--- src/rtl/psfhr_pkg.sv ---
// Shared types and constants of the pressure spike filter and relay.
package psfhr_pkg;

  localparam int RAW_W    = 24;
  localparam int FS_W     = 10;
  localparam int PRES_W   = 26;
  localparam int PROD_W   = RAW_W + FS_W;
  localparam int SCALE_SH = 8;
  localparam int CFG_IDX_W  = 3;
  localparam int CFG_DATA_W = 26;

  localparam int SPIKE_DEPTH = 3;
  localparam int SPIKE_IDX_W = $clog2(SPIKE_DEPTH);
  localparam int SUM_W       = PRES_W + $clog2(SPIKE_DEPTH + 1);

  localparam logic [RAW_W-1:0]  BASE_COUNT_RST  = '0;
  localparam logic [FS_W-1:0]   FULL_SCALE_RST  = FS_W'(10);
  localparam logic [PRES_W-1:0] DEVIATION_RST   = PRES_W'(6554);
  localparam logic [PRES_W-1:0] PUB_DELTA_RST   = PRES_W'(6554);

  typedef enum logic [1:0] {
    MODE_SAMPLE   = 2'd0,
    MODE_FAIL     = 2'd1,
    MODE_RELAY    = 2'd2,
    MODE_PRESSURE = 2'd3
  } mode_t;

  typedef enum logic [CFG_IDX_W-1:0] {
    CFG_BASE_COUNT    = 3'd0,
    CFG_FULL_SCALE    = 3'd1,
    CFG_LOW_THRESH    = 3'd2,
    CFG_HIGH_THRESH   = 3'd3,
    CFG_RELAY_ENABLE  = 3'd4,
    CFG_RELAY_PRESENT = 3'd5,
    CFG_DEVIATION     = 3'd6,
    CFG_PUB_DELTA     = 3'd7
  } cfg_index_t;

  typedef struct packed {
    logic [RAW_W-1:0]  base_count;
    logic [FS_W-1:0]   full_scale;
    logic [PRES_W-1:0] low_threshold;
    logic [PRES_W-1:0] high_threshold;
    logic              relay_enable;
    logic              relay_present;
    logic [PRES_W-1:0] deviation_limit;
    logic [PRES_W-1:0] publish_delta;
  } cfg_t;

  // Kept pressure after the current request.
  typedef struct packed {
    logic [PRES_W-1:0] pressure;
    logic              known;
  } kept_t;

  typedef struct packed {
    logic relay_on;
    logic switched_on;
    logic switched_off;
    logic publish;
  } relay_res_t;

  function automatic logic [PRES_W-1:0] abs_diff(input logic [PRES_W-1:0] a,
                                                 input logic [PRES_W-1:0] b);
    return (a > b) ? (a - b) : (b - a);
  endfunction

endpackage

--- src/rtl/psfhr_scale.sv ---
// Offset removal and scaling of a raw count to Q10.16 bar.
module psfhr_scale (
  input  logic [psfhr_pkg::RAW_W-1:0]  raw_pressure,
  input  logic [psfhr_pkg::RAW_W-1:0]  base_count,
  input  logic [psfhr_pkg::FS_W-1:0]   full_scale,
  output logic [psfhr_pkg::PRES_W-1:0] scaled
);

  logic [psfhr_pkg::RAW_W-1:0]  corr;
  logic [psfhr_pkg::PROD_W-1:0] prod;

  always_comb begin
    corr   = (raw_pressure > base_count) ? (raw_pressure - base_count) : '0;
    prod   = psfhr_pkg::PROD_W'(corr) * psfhr_pkg::PROD_W'(full_scale);
    scaled = prod[psfhr_pkg::SCALE_SH +: psfhr_pkg::PRES_W];
  end

endmodule

--- src/rtl/psfhr_filter.sv ---
// Spike filter: kept pressure and the rotating three-entry spike buffer.
module psfhr_filter (
  input  logic                          clk,
  input  logic                          rst,
  input  logic                          advance,
  input  psfhr_pkg::mode_t              mode,
  input  logic [psfhr_pkg::PRES_W-1:0]  scaled,
  input  logic [psfhr_pkg::PRES_W-1:0]  pressure_value,
  input  logic [psfhr_pkg::PRES_W-1:0]  deviation_limit,
  output psfhr_pkg::kept_t              kept_next
);

  localparam int                            DEPTH = psfhr_pkg::SPIKE_DEPTH;
  localparam int                            IDX_W = psfhr_pkg::SPIKE_IDX_W;
  localparam logic [IDX_W-1:0]              LAST  = IDX_W'(DEPTH - 1);

  psfhr_pkg::kept_t             kept;
  logic [psfhr_pkg::PRES_W-1:0] spike_store [DEPTH];
  logic [DEPTH-1:0]             spike_filled;
  logic [IDX_W-1:0]             spike_index;

  logic [DEPTH-1:0]             filled_next;
  logic [IDX_W-1:0]             index_next;
  logic [IDX_W-1:0]             idx;
  logic                         store_we;
  logic [psfhr_pkg::SUM_W-1:0]  sum;
  logic [psfhr_pkg::PRES_W-1:0] entry;

  always_comb begin
    kept_next   = kept;
    filled_next = spike_filled;
    index_next  = spike_index;
    store_we    = 1'b0;
    idx         = (spike_index <= LAST) ? spike_index : '0;
    sum         = psfhr_pkg::SUM_W'(kept.pressure);
    for (int i = 0; i < DEPTH; i++) begin
      entry = (IDX_W'(i) == idx) ? scaled : spike_store[i];
      sum   = sum + psfhr_pkg::SUM_W'(entry);
    end
    unique case (mode)
      psfhr_pkg::MODE_SAMPLE: begin
        if (scaled != '0) begin
          if (!kept.known ||
              psfhr_pkg::abs_diff(kept.pressure, scaled) <= deviation_limit) begin
            kept_next.pressure = scaled;
            kept_next.known    = 1'b1;
            filled_next        = '0;
          end else begin
            store_we         = 1'b1;
            filled_next[idx] = 1'b1;
            index_next       = (idx == LAST) ? '0 : idx + 1'b1;
            if (&filled_next) begin
              // Average kept value with the three buffered spikes.
              kept_next.pressure = sum[2 +: psfhr_pkg::PRES_W];
              filled_next        = '0;
            end
          end
        end
      end
      psfhr_pkg::MODE_PRESSURE: begin
        kept_next.pressure = pressure_value;
        kept_next.known    = 1'b1;
      end
      psfhr_pkg::MODE_FAIL, psfhr_pkg::MODE_RELAY: begin
      end
    endcase
  end

  always_ff @(posedge clk) begin
    if (rst) begin
      kept         <= '0;
      spike_filled <= '0;
      spike_index  <= '0;
    end else if (advance) begin
      kept         <= kept_next;
      spike_filled <= filled_next;
      spike_index  <= index_next;
    end
  end

  always_ff @(posedge clk) begin
    if (advance && store_we) begin
      spike_store[idx] <= scaled;
    end
  end

endmodule

--- src/rtl/psfhr_relay.sv ---
// Hysteresis relay and publish tracking.
module psfhr_relay (
  input  logic                 clk,
  input  logic                 rst,
  input  logic                 advance,
  input  psfhr_pkg::mode_t     mode,
  input  logic                 run_logic,
  input  logic                 relay_value,
  input  psfhr_pkg::kept_t     kept_next,
  input  psfhr_pkg::cfg_t      cfg,
  output psfhr_pkg::relay_res_t res
);

  logic                         relay_state;
  logic [psfhr_pkg::PRES_W-1:0] published;
  logic [psfhr_pkg::PRES_W-1:0] published_next;
  logic                         relay_mid;
  logic                         may;

  always_comb begin
    res            = '0;
    published_next = published;
    may            = cfg.relay_present && cfg.relay_enable;
    relay_mid      = relay_state;
    res.relay_on   = relay_state;
    if (mode == psfhr_pkg::MODE_RELAY) begin
      res.relay_on = relay_value;
    end else if (run_logic) begin
      if (kept_next.known && may && !relay_state &&
          kept_next.pressure <= cfg.low_threshold) begin
        relay_mid       = 1'b1;
        res.switched_on = 1'b1;
      end
      // Overlapping thresholds switch on and back off in one request.
      res.relay_on = relay_mid;
      if (kept_next.known && may && relay_mid &&
          kept_next.pressure >= cfg.high_threshold) begin
        res.relay_on     = 1'b0;
        res.switched_off = 1'b1;
      end
      if (psfhr_pkg::abs_diff(kept_next.pressure, published) > cfg.publish_delta) begin
        published_next = kept_next.pressure;
        res.publish    = 1'b1;
      end
    end
  end

  always_ff @(posedge clk) begin
    if (rst) begin
      relay_state <= 1'b0;
      published   <= '0;
    end else if (advance) begin
      relay_state <= res.relay_on;
      published   <= published_next;
    end
  end

endmodule

--- src/rtl/pressure_spike_filter_hysteresis_relay.sv ---
// Pressure spike filter with hysteresis relay: top level.
// One request per clock unless out_stall holds the result; each request is
// captured in the input register at acceptance and its result is loaded into
// the result register when it advances, where it is held while stalled.
// The scaling multiply, spike filter, relay compares and publish compare form
// the single combinational path between those two registers, which sets the
// clock rate. A stalled result does not block the input: one more request is
// held in the input register. Configuration writes take effect on the next clock.
module pressure_spike_filter_hysteresis_relay (
  input  logic                              clk,
  input  logic                              rst,
  input  logic                              cfg_we,
  input  logic [psfhr_pkg::CFG_IDX_W-1:0]   cfg_index,
  input  logic [psfhr_pkg::CFG_DATA_W-1:0]  cfg_data,
  input  logic                              in_valid,
  output logic                              in_stall,
  input  logic [1:0]                        mode,
  input  logic [psfhr_pkg::RAW_W-1:0]       raw_pressure,
  input  logic                              relay_value,
  input  logic [psfhr_pkg::PRES_W-1:0]      pressure_value,
  output logic                              out_valid,
  input  logic                              out_stall,
  output logic                              relay_on,
  output logic                              switched_on,
  output logic                              switched_off,
  output logic                              publish,
  output logic [psfhr_pkg::PRES_W-1:0]      pressure_out,
  output logic                              pressure_known
);

  psfhr_pkg::cfg_t cfg;

  logic                         q_valid;
  psfhr_pkg::mode_t             q_mode;
  logic [psfhr_pkg::RAW_W-1:0]  q_raw;
  logic                         q_relay;
  logic [psfhr_pkg::PRES_W-1:0] q_pressure;

  logic                         out_free;
  logic                         advance;
  logic                         accept;
  logic                         run_logic;
  logic [psfhr_pkg::PRES_W-1:0] scaled;
  psfhr_pkg::kept_t             kept_next;
  psfhr_pkg::relay_res_t        res;

  assign out_free = !out_valid || !out_stall;
  assign advance  = q_valid && out_free;
  assign in_stall = q_valid && !out_free;
  assign accept   = in_valid && !in_stall;

  always_ff @(posedge clk) begin
    if (rst) begin
      cfg.base_count      <= psfhr_pkg::BASE_COUNT_RST;
      cfg.full_scale      <= psfhr_pkg::FULL_SCALE_RST;
      cfg.low_threshold   <= '0;
      cfg.high_threshold  <= '0;
      cfg.relay_enable    <= 1'b1;
      cfg.relay_present   <= 1'b0;
      cfg.deviation_limit <= psfhr_pkg::DEVIATION_RST;
      cfg.publish_delta   <= psfhr_pkg::PUB_DELTA_RST;
    end else if (cfg_we) begin
      unique case (psfhr_pkg::cfg_index_t'(cfg_index))
        psfhr_pkg::CFG_BASE_COUNT:    cfg.base_count      <= cfg_data[psfhr_pkg::RAW_W-1:0];
        psfhr_pkg::CFG_FULL_SCALE:    cfg.full_scale      <= cfg_data[psfhr_pkg::FS_W-1:0];
        psfhr_pkg::CFG_LOW_THRESH:    cfg.low_threshold   <= cfg_data;
        psfhr_pkg::CFG_HIGH_THRESH:   cfg.high_threshold  <= cfg_data;
        psfhr_pkg::CFG_RELAY_ENABLE:  cfg.relay_enable    <= cfg_data[0];
        psfhr_pkg::CFG_RELAY_PRESENT: cfg.relay_present   <= cfg_data[0];
        psfhr_pkg::CFG_DEVIATION:     cfg.deviation_limit <= cfg_data;
        psfhr_pkg::CFG_PUB_DELTA:     cfg.publish_delta   <= cfg_data;
      endcase
    end
  end

  // Input register.
  always_ff @(posedge clk) begin
    if (rst) begin
      q_valid <= 1'b0;
    end else if (accept) begin
      q_valid <= 1'b1;
    end else if (advance) begin
      q_valid <= 1'b0;
    end
  end

  always_ff @(posedge clk) begin
    if (accept) begin
      q_mode     <= psfhr_pkg::mode_t'(mode);
      q_raw      <= raw_pressure;
      q_relay    <= relay_value;
      q_pressure <= pressure_value;
    end
  end

  psfhr_scale u_scale (
    .raw_pressure (q_raw),
    .base_count   (cfg.base_count),
    .full_scale   (cfg.full_scale),
    .scaled       (scaled)
  );

  psfhr_filter u_filter (
    .clk             (clk),
    .rst             (rst),
    .advance         (advance),
    .mode            (q_mode),
    .scaled          (scaled),
    .pressure_value  (q_pressure),
    .deviation_limit (cfg.deviation_limit),
    .kept_next       (kept_next)
  );

  // Zero sample ends the request with no relay or publish work.
  assign run_logic = (q_mode == psfhr_pkg::MODE_FAIL) ||
                     (q_mode == psfhr_pkg::MODE_SAMPLE && scaled != '0);

  psfhr_relay u_relay (
    .clk         (clk),
    .rst         (rst),
    .advance     (advance),
    .mode        (q_mode),
    .run_logic   (run_logic),
    .relay_value (q_relay),
    .kept_next   (kept_next),
    .cfg         (cfg),
    .res         (res)
  );

  // Result register.
  always_ff @(posedge clk) begin
    if (rst) begin
      out_valid <= 1'b0;
    end else if (out_free) begin
      out_valid <= q_valid;
    end
  end

  always_ff @(posedge clk) begin
    if (advance) begin
      relay_on       <= res.relay_on;
      switched_on    <= res.switched_on;
      switched_off   <= res.switched_off;
      publish        <= res.publish;
      pressure_out   <= kept_next.pressure;
      pressure_known <= kept_next.known;
    end
  end

endmodule

--- config.mk ---
export PLATFORM = sky130hd
export DESIGN_NAME = pressure_spike_filter_hysteresis_relay
export DESIGN_NICKNAME = d
export VERILOG_FILES = /design/src/rtl/psfhr_pkg.sv /design/src/rtl/psfhr_scale.sv /design/src/rtl/psfhr_filter.sv /design/src/rtl/psfhr_relay.sv /design/src/rtl/pressure_spike_filter_hysteresis_relay.sv
export SDC_FILE = /design/constraint.sdc
export NUM_CORES = 2
export LEC_CHECK = 0
export ABC_AREA = 1
export BUFFER_PORTS_ARGS = -buffer_cell sky130_fd_sc_hd__buf_2
export CELL_PAD_IN_SITES_DETAIL_PLACEMENT = 1
export CELL_PAD_IN_SITES_GLOBAL_PLACEMENT = 2
export CORE_ASPECT_RATIO = 1.1
export CORE_MARGIN = 10
export CORE_UTILIZATION = 38
export CTS_BUF_LIST = sky130_fd_sc_hd__clkbuf_2 sky130_fd_sc_hd__clkbuf_4 sky130_fd_sc_hd__clkbuf_8
export DETAILED_ROUTE_END_ITERATION = 8
export GPL_ROUTABILITY_DRIVEN = 1
export PLACE_DENSITY = 0.81
export SLEW_MARGIN = 20
export SYNTH_ARGS = -nofsm -noshare
export SYNTH_HDL_FRONTEND = slang
export SYNTH_HIERARCHICAL = 1
export SYNTH_SLANG_ARGS = --single-unit
--- constraint.sdc ---
create_clock -name clk -period 16.9 [get_ports clk]
set_input_delay 0 -clock clk [delete_from_list [all_inputs] [get_ports clk]]
set_output_delay 0 -clock clk [all_outputs]
set_load 0.02 [all_outputs]
# After elaboration in Yosys (flattened, before gate mapping)
# Memories as Yosys holds them, arrays and structs flattened.
# Index checks and enable logic that the tools add are counted.
dict set report totals {
  elab_cells 136
  memories 1
  input_bits 87
  ram_bits 78
  ff_bits 285
}
dict set report op_classes {
  order_cmp 10
  n_addsub 9
  eq_ne 13
  reduce_logical 39
  n_bitwise 4
  n_mux 33
  mul 1
}
# name words word_bits rd rd_ports_with_merged_regs wr line_no
set mem_list {}
lappend mem_list {u_filter.spike_store 3 26 3 0 1 psfhr_filter.sv:18} ;# logic [psfhr_pkg::PRES_W-1:0] spike_store [DEPTH];
# operator count
set ops {}
lappend ops {{26-bit two-way mux} 7}
lappend ops {{26-bit subtractor} 4}
lappend ops {{26-bit greater-than comparator} 3}
lappend ops {{28-bit by 26-bit adder with 28-bit output} 2}
lappend ops {{27-bit one-hot mux with 2 select lines} 1}
lappend ops {{26-bit <= comparator} 2}
lappend ops {{24-bit by 10-bit multiplier with 34-bit output} 1}
lappend ops {{26-bit by 26-bit adder with 27-bit output} 1}
lappend ops {{27-bit two-way mux} 1}
lappend ops {{26-bit >= comparator} 1}
lappend ops {{26-bit nonzero test} 1}
lappend ops {{24-bit greater-than comparator} 1}
lappend ops {{24-bit two-way mux} 1}
lappend ops {{24-bit subtractor} 1}
lappend ops {{1-bit two-way mux} 17}
lappend ops {{2-bit AND reduction} 8}
lappend ops {{3-bit equality test, second input constant} 4}
lappend ops {{1-bit logical AND} 12}
lappend ops {{4-bit AND reduction} 2}
lappend ops {{2-bit equality test, second input constant} 3}
lappend ops {{3-bit by 2-bit equality test with 1-bit output, second input constant} 2}
lappend ops {{1-bit logical NOT} 6}
lappend ops {{3-bit two-way mux} 2}
lappend ops {{3-bit AND reduction} 2}
lappend ops {{other kinds (18)} 24}

# Longest topological paths before layout
dict set report logic_depth {
  depth_word 23
  mapped_depth 100
  depth_no_buf 96
}

# Cells and area by module
# Netlist, hierarchy kept.
# mod instances area_per_inst_um2 cells_per_inst
set by_module_without_submodules {}
lappend by_module_without_submodules {psfhr_filter 1 12874.8 1957}
lappend by_module_without_submodules {psfhr_scale 1 9058.7 1290}
lappend by_module_without_submodules {pressure_spike_filter_hysteresis_relay 1 7664.9 745}
lappend by_module_without_submodules {psfhr_relay 1 6632.6 1155}

# Worst setup path before layout
# No wires, ideal clock.
dict set report synth_timing {
  path_type {reg2reg}
  startpoint {reg q_raw[0] (netlist name)}
  endpoint {reg u_relay/published[11] (netlist name)}
  stages_incl_launch_ff 88
  slack_ns 4.240
  n_path_buf 7
  t_arrival_ns 12.547
  cell_sequence {edfxtp_1 -> inv_1 -> ha_1 -> inv_1 -> fa_1 -> nand3_1 -> nand3_1 -> nand2_1 -> nand2_2 -> nand2_1 -> nand3_2 -> nand2_2 -> buf_2 -> buf_1 -> nor3_1 -> fa_1 -> inv_1 -> fa_1 -> (+52 left out) -> nand3_1 -> nand3_2 -> nand3_1 -> inv_2 -> o21ai_4 -> buf_4 -> nand2_1 -> nand2_1 -> inv_1 -> ha_1 -> nand2_1 -> nor4_2 -> nand3_1 -> nand3_1 -> nand3b_1 -> buf_2 -> nor2_1 -> nor2_1}
}
# element line_no
set synth_lines {}
lappend synth_lines {{start: declaration} pressure_spike_filter_hysteresis_relay.sv:35} ;# logic [psfhr_pkg::RAW_W-1:0] q_raw;
lappend synth_lines {{start signal: assignment} pressure_spike_filter_hysteresis_relay.sv:90} ;# q_raw <= raw_pressure;
lappend synth_lines {{end signal: assignment} psfhr_relay.sv:54} ;# published <= published_next;
lappend synth_lines {{end: declaration} psfhr_relay.sv:15} ;# logic [psfhr_pkg::PRES_W-1:0] published;

==> impl_metrics.json <==
{
  "dpl_cell_area_um2": 38300,
  "synth_ff_type": "dfxtp_1",
  "synthCells": 5147,
  "cp.required_ns": 17.47,
  "finalNonFillerCells": 6746,
  "rsz0062_at_grt": "no",
  "hold_depth": 2,
  "status": "finished clean",
  "end_kind": "flip-flop",
  "syn_nets": 5790,
  "slew_headroom": 0.278,
  "min_path_type": "in2reg",
  "hold_slack_ns": 0.0419,
  "min_from": "raw_pressure[8]",
  "place.gp.congestion": 0.951,
  "synth_area_per_cell_um2": 7.04,
  "period_needed_ns": 15.90,
  "cts_tree": "done",
  "fin_tns_setup_ns": 0,
  "cts.sinks": 363,
  "yosysSeqAreaShare": 0.245,
  "fin_util": 0.439,
  "drt-pass1-iter-count": 5,
  "cts_root_buf": "clkbuf_8",
  "drv_cap": 0,
  "cts_max_level": 3,
  "cpLargestDelayFamily": "simple AND/OR/NAND/NOR gates",
  "rr_endpoint": "u_relay/published[17]",
  "yosys-top-cells-area": "edfxtp_1 (13%), nand2_1 (13%), fa_1 (13%)",
  "synth_warnings": 6,
  "dp_hpwl_um": 119000,
  "synth_most_common_cell": "nand2_1",
  "path_max_fanout": 44,
  "grt_pass1_vias": 37300,
  "fillCellCount": 12100,
  "synthArstFlopShare": 0,
  "globalRouteOverflowTotal": 0,
  "drive_above_1_share": 0.0813,
  "wl_per_cell_um": 22.0,
  "io_pins": 120,
  "grt_max_degree": 102,
  "clock.fmax_mhz": 62.9,
  "grt_use_total": 0.272,
  "hold_end": "q_raw[8]",
  "startpoint": "q_raw[0]",
  "antenna_found_initial": 6,
  "rr_worst_depth": 87,
  "timing.final.ws_setup_ns": 1.00,
  "ant_nets": 0,
  "finClkSkew_ns": 0.0391,
  "clk_path_buf_depth": 3,
  "leakage_nw": 20.8,
  "cts_made_buffers": 73,
  "worstReg2RegStart": "q_raw[0]",
  "synth_top_area_share": 0.134,
  "cpPeakStageDelay_ns": 0.51,
  "routed-via-count": 35000,
  "worstSetupPathType": "reg2reg",
  "dieHeight_um": 344,
  "dieArea_um2": 108000,
  "rrSetupSlack_ns": 1.00,
  "core_area_um2": 94300,
  "dpl.cell_count": 6463,
  "synth_top_area_cell": "edfxtp_1",
  "worst_pin_slew_ns": 1.08,
  "port_buffers": 119,
  "cp.depth": 87,
  "power_density_nw_per_um2": 200,
  "multi_input_area_um2": 23200,
  "floorplan.initialDensity": 0.384,
  "drc": 0,
  "slew_viol_final": 0,
  "finalInstanceArea_um2": 41400,
  "dpl_worst_slack_ns": 0.547,
  "rows": 118,
  "path_buf_inv": 19,
  "ys_ff_latch": 363,
  "slowest_stage": "fa_1",
  "grt_pass1_wl_um": 227000,
  "arrival_ns": 16.47,
  "fin_crit_sh": 0.941,
  "area_delta_synth_final_pct": 14.3,
  "viasPerCell": 5.18,
  "synth.top_cells.by_count": "nand2_1 (1231), inv_1 (900), nor2_1 (666)",
  "drtIter0Drc": 1949,
  "synth_edf_count": 162,
  "p_total_mw": 8.27,
  "synthesis.area_um2": 36200,
  "path_common_cell": "nand2_1",
  "finalHoldViolations": 0,
  "vdd_drop_max_mv": 0.137,
  "clock_latency_ns": 0.71,
  "register_area_um2": 8890,
  "startpoint_type": "flip-flop",
  "synth_cell_types": 58,
  "final_nets": 6069,
  "wl_um": 149000,
  "die_w_um": 314,
  "setup_viol": 0,
  "clkTransAtPathRegs_ns": 0.06
}
[worst max path at each step]
| stage | slack, ns | endpoint |
|---|---|---|
| floorplan | 4.24 | u_relay/published[11] |
| detailed placement | 0.55 | u_relay/published[14] |
| global placement | 0.74 | u_relay/published[14] |
| finish | 1.00 | u_relay/published[17] |
| CTS | 0.50 | u_relay/published[14] |
| global route | 0.0007 | u_relay/published[17] |
[layout make-up]
class,instances,share of cell area
inverters,927,0.0848
clock buffers,108,0.0327
clock inverters,25,0.00514
multi-input cells,3718,0.560
flip-flops and latches,363,0.215
repair buffers,343,0.0646
well taps,1260,0.0381
diodes,2,0.000121
[registers in the layout, indices dropped and copies added, names as in the netlist, 2 cells and up]
signal,flops
q_raw,24
cfg,140
pressure_out,26
u_relay/published,26
u_filter/kept,27
u_filter/spike_store,78
u_filter/spike_index,2
q_pressure,26
u_filter/spike_filled,3
q_mode,2
[where the power goes]
group	switching, mW	internal (mW)
sequential	0.0277	1.02
combinational	4.29	1.94
clock	0.433	0.561
total	4.75	3.53
[cell families after synthesis]
| logic type | share of synthesized area |
|---|---|
| flip-flops | 0.245 |
| XOR/XNOR | 0.0242 |
| AO/OA/AOI/OAI | 0.123 |
| AND/OR/NAND/NOR | 0.251 |
| adder cells (fa/ha/maj) | 0.240 |
| buffers and inverters | 0.117 |
[placed cells by master, fill, tap and decap left out, types with 13 or more instances in the layout]
cell type / instances
nand4_1: 38
xor2_1: 82
nor4_1: 14
buf_4: 80
nand3_1: 154
clkinv_1: 17
o21bai_1: 16
a31oi_1: 21
a21o_1: 14
xnor2_1: 17
nor3_1: 29
a21oi_1: 335
nor2_1: 661
edfxtp_1: 162
dfxtp_1: 201
clkbuf_4: 21
dlygate4sd3_1: 140
nor2_2: 17
buf_2: 119
nand2_1: 1231
o21ai_1: 39
clkbuf_8: 87
inv_2: 19
o21ai_0: 356
nand2_2: 21
ha_1: 323
fa_1: 230
inv_1: 892
o21a_1: 17
or2_2: 13
[repair_timing]
item / in CTS / in global routing
setup buffers: 0 / 8
resized for setup: 0 / 15
endpoints found under the setup margin: 0 / 27
hold endpoints to repair: 216 / 0
hold buffers: 140 / 0
[metal layers]
layer / vias up / GRT usage / share of wire
met3: 229 / 0.0316 / 0.038
li1: 16700 / - / -
met1: 17200 / 0.344 / 0.44
met4: 0 / 0.0970 / 0.035
met2: 781 / 0.475 / 0.48
met5: - / 0 / 0
No activity file was read; power rests on OpenSTA's default activity.
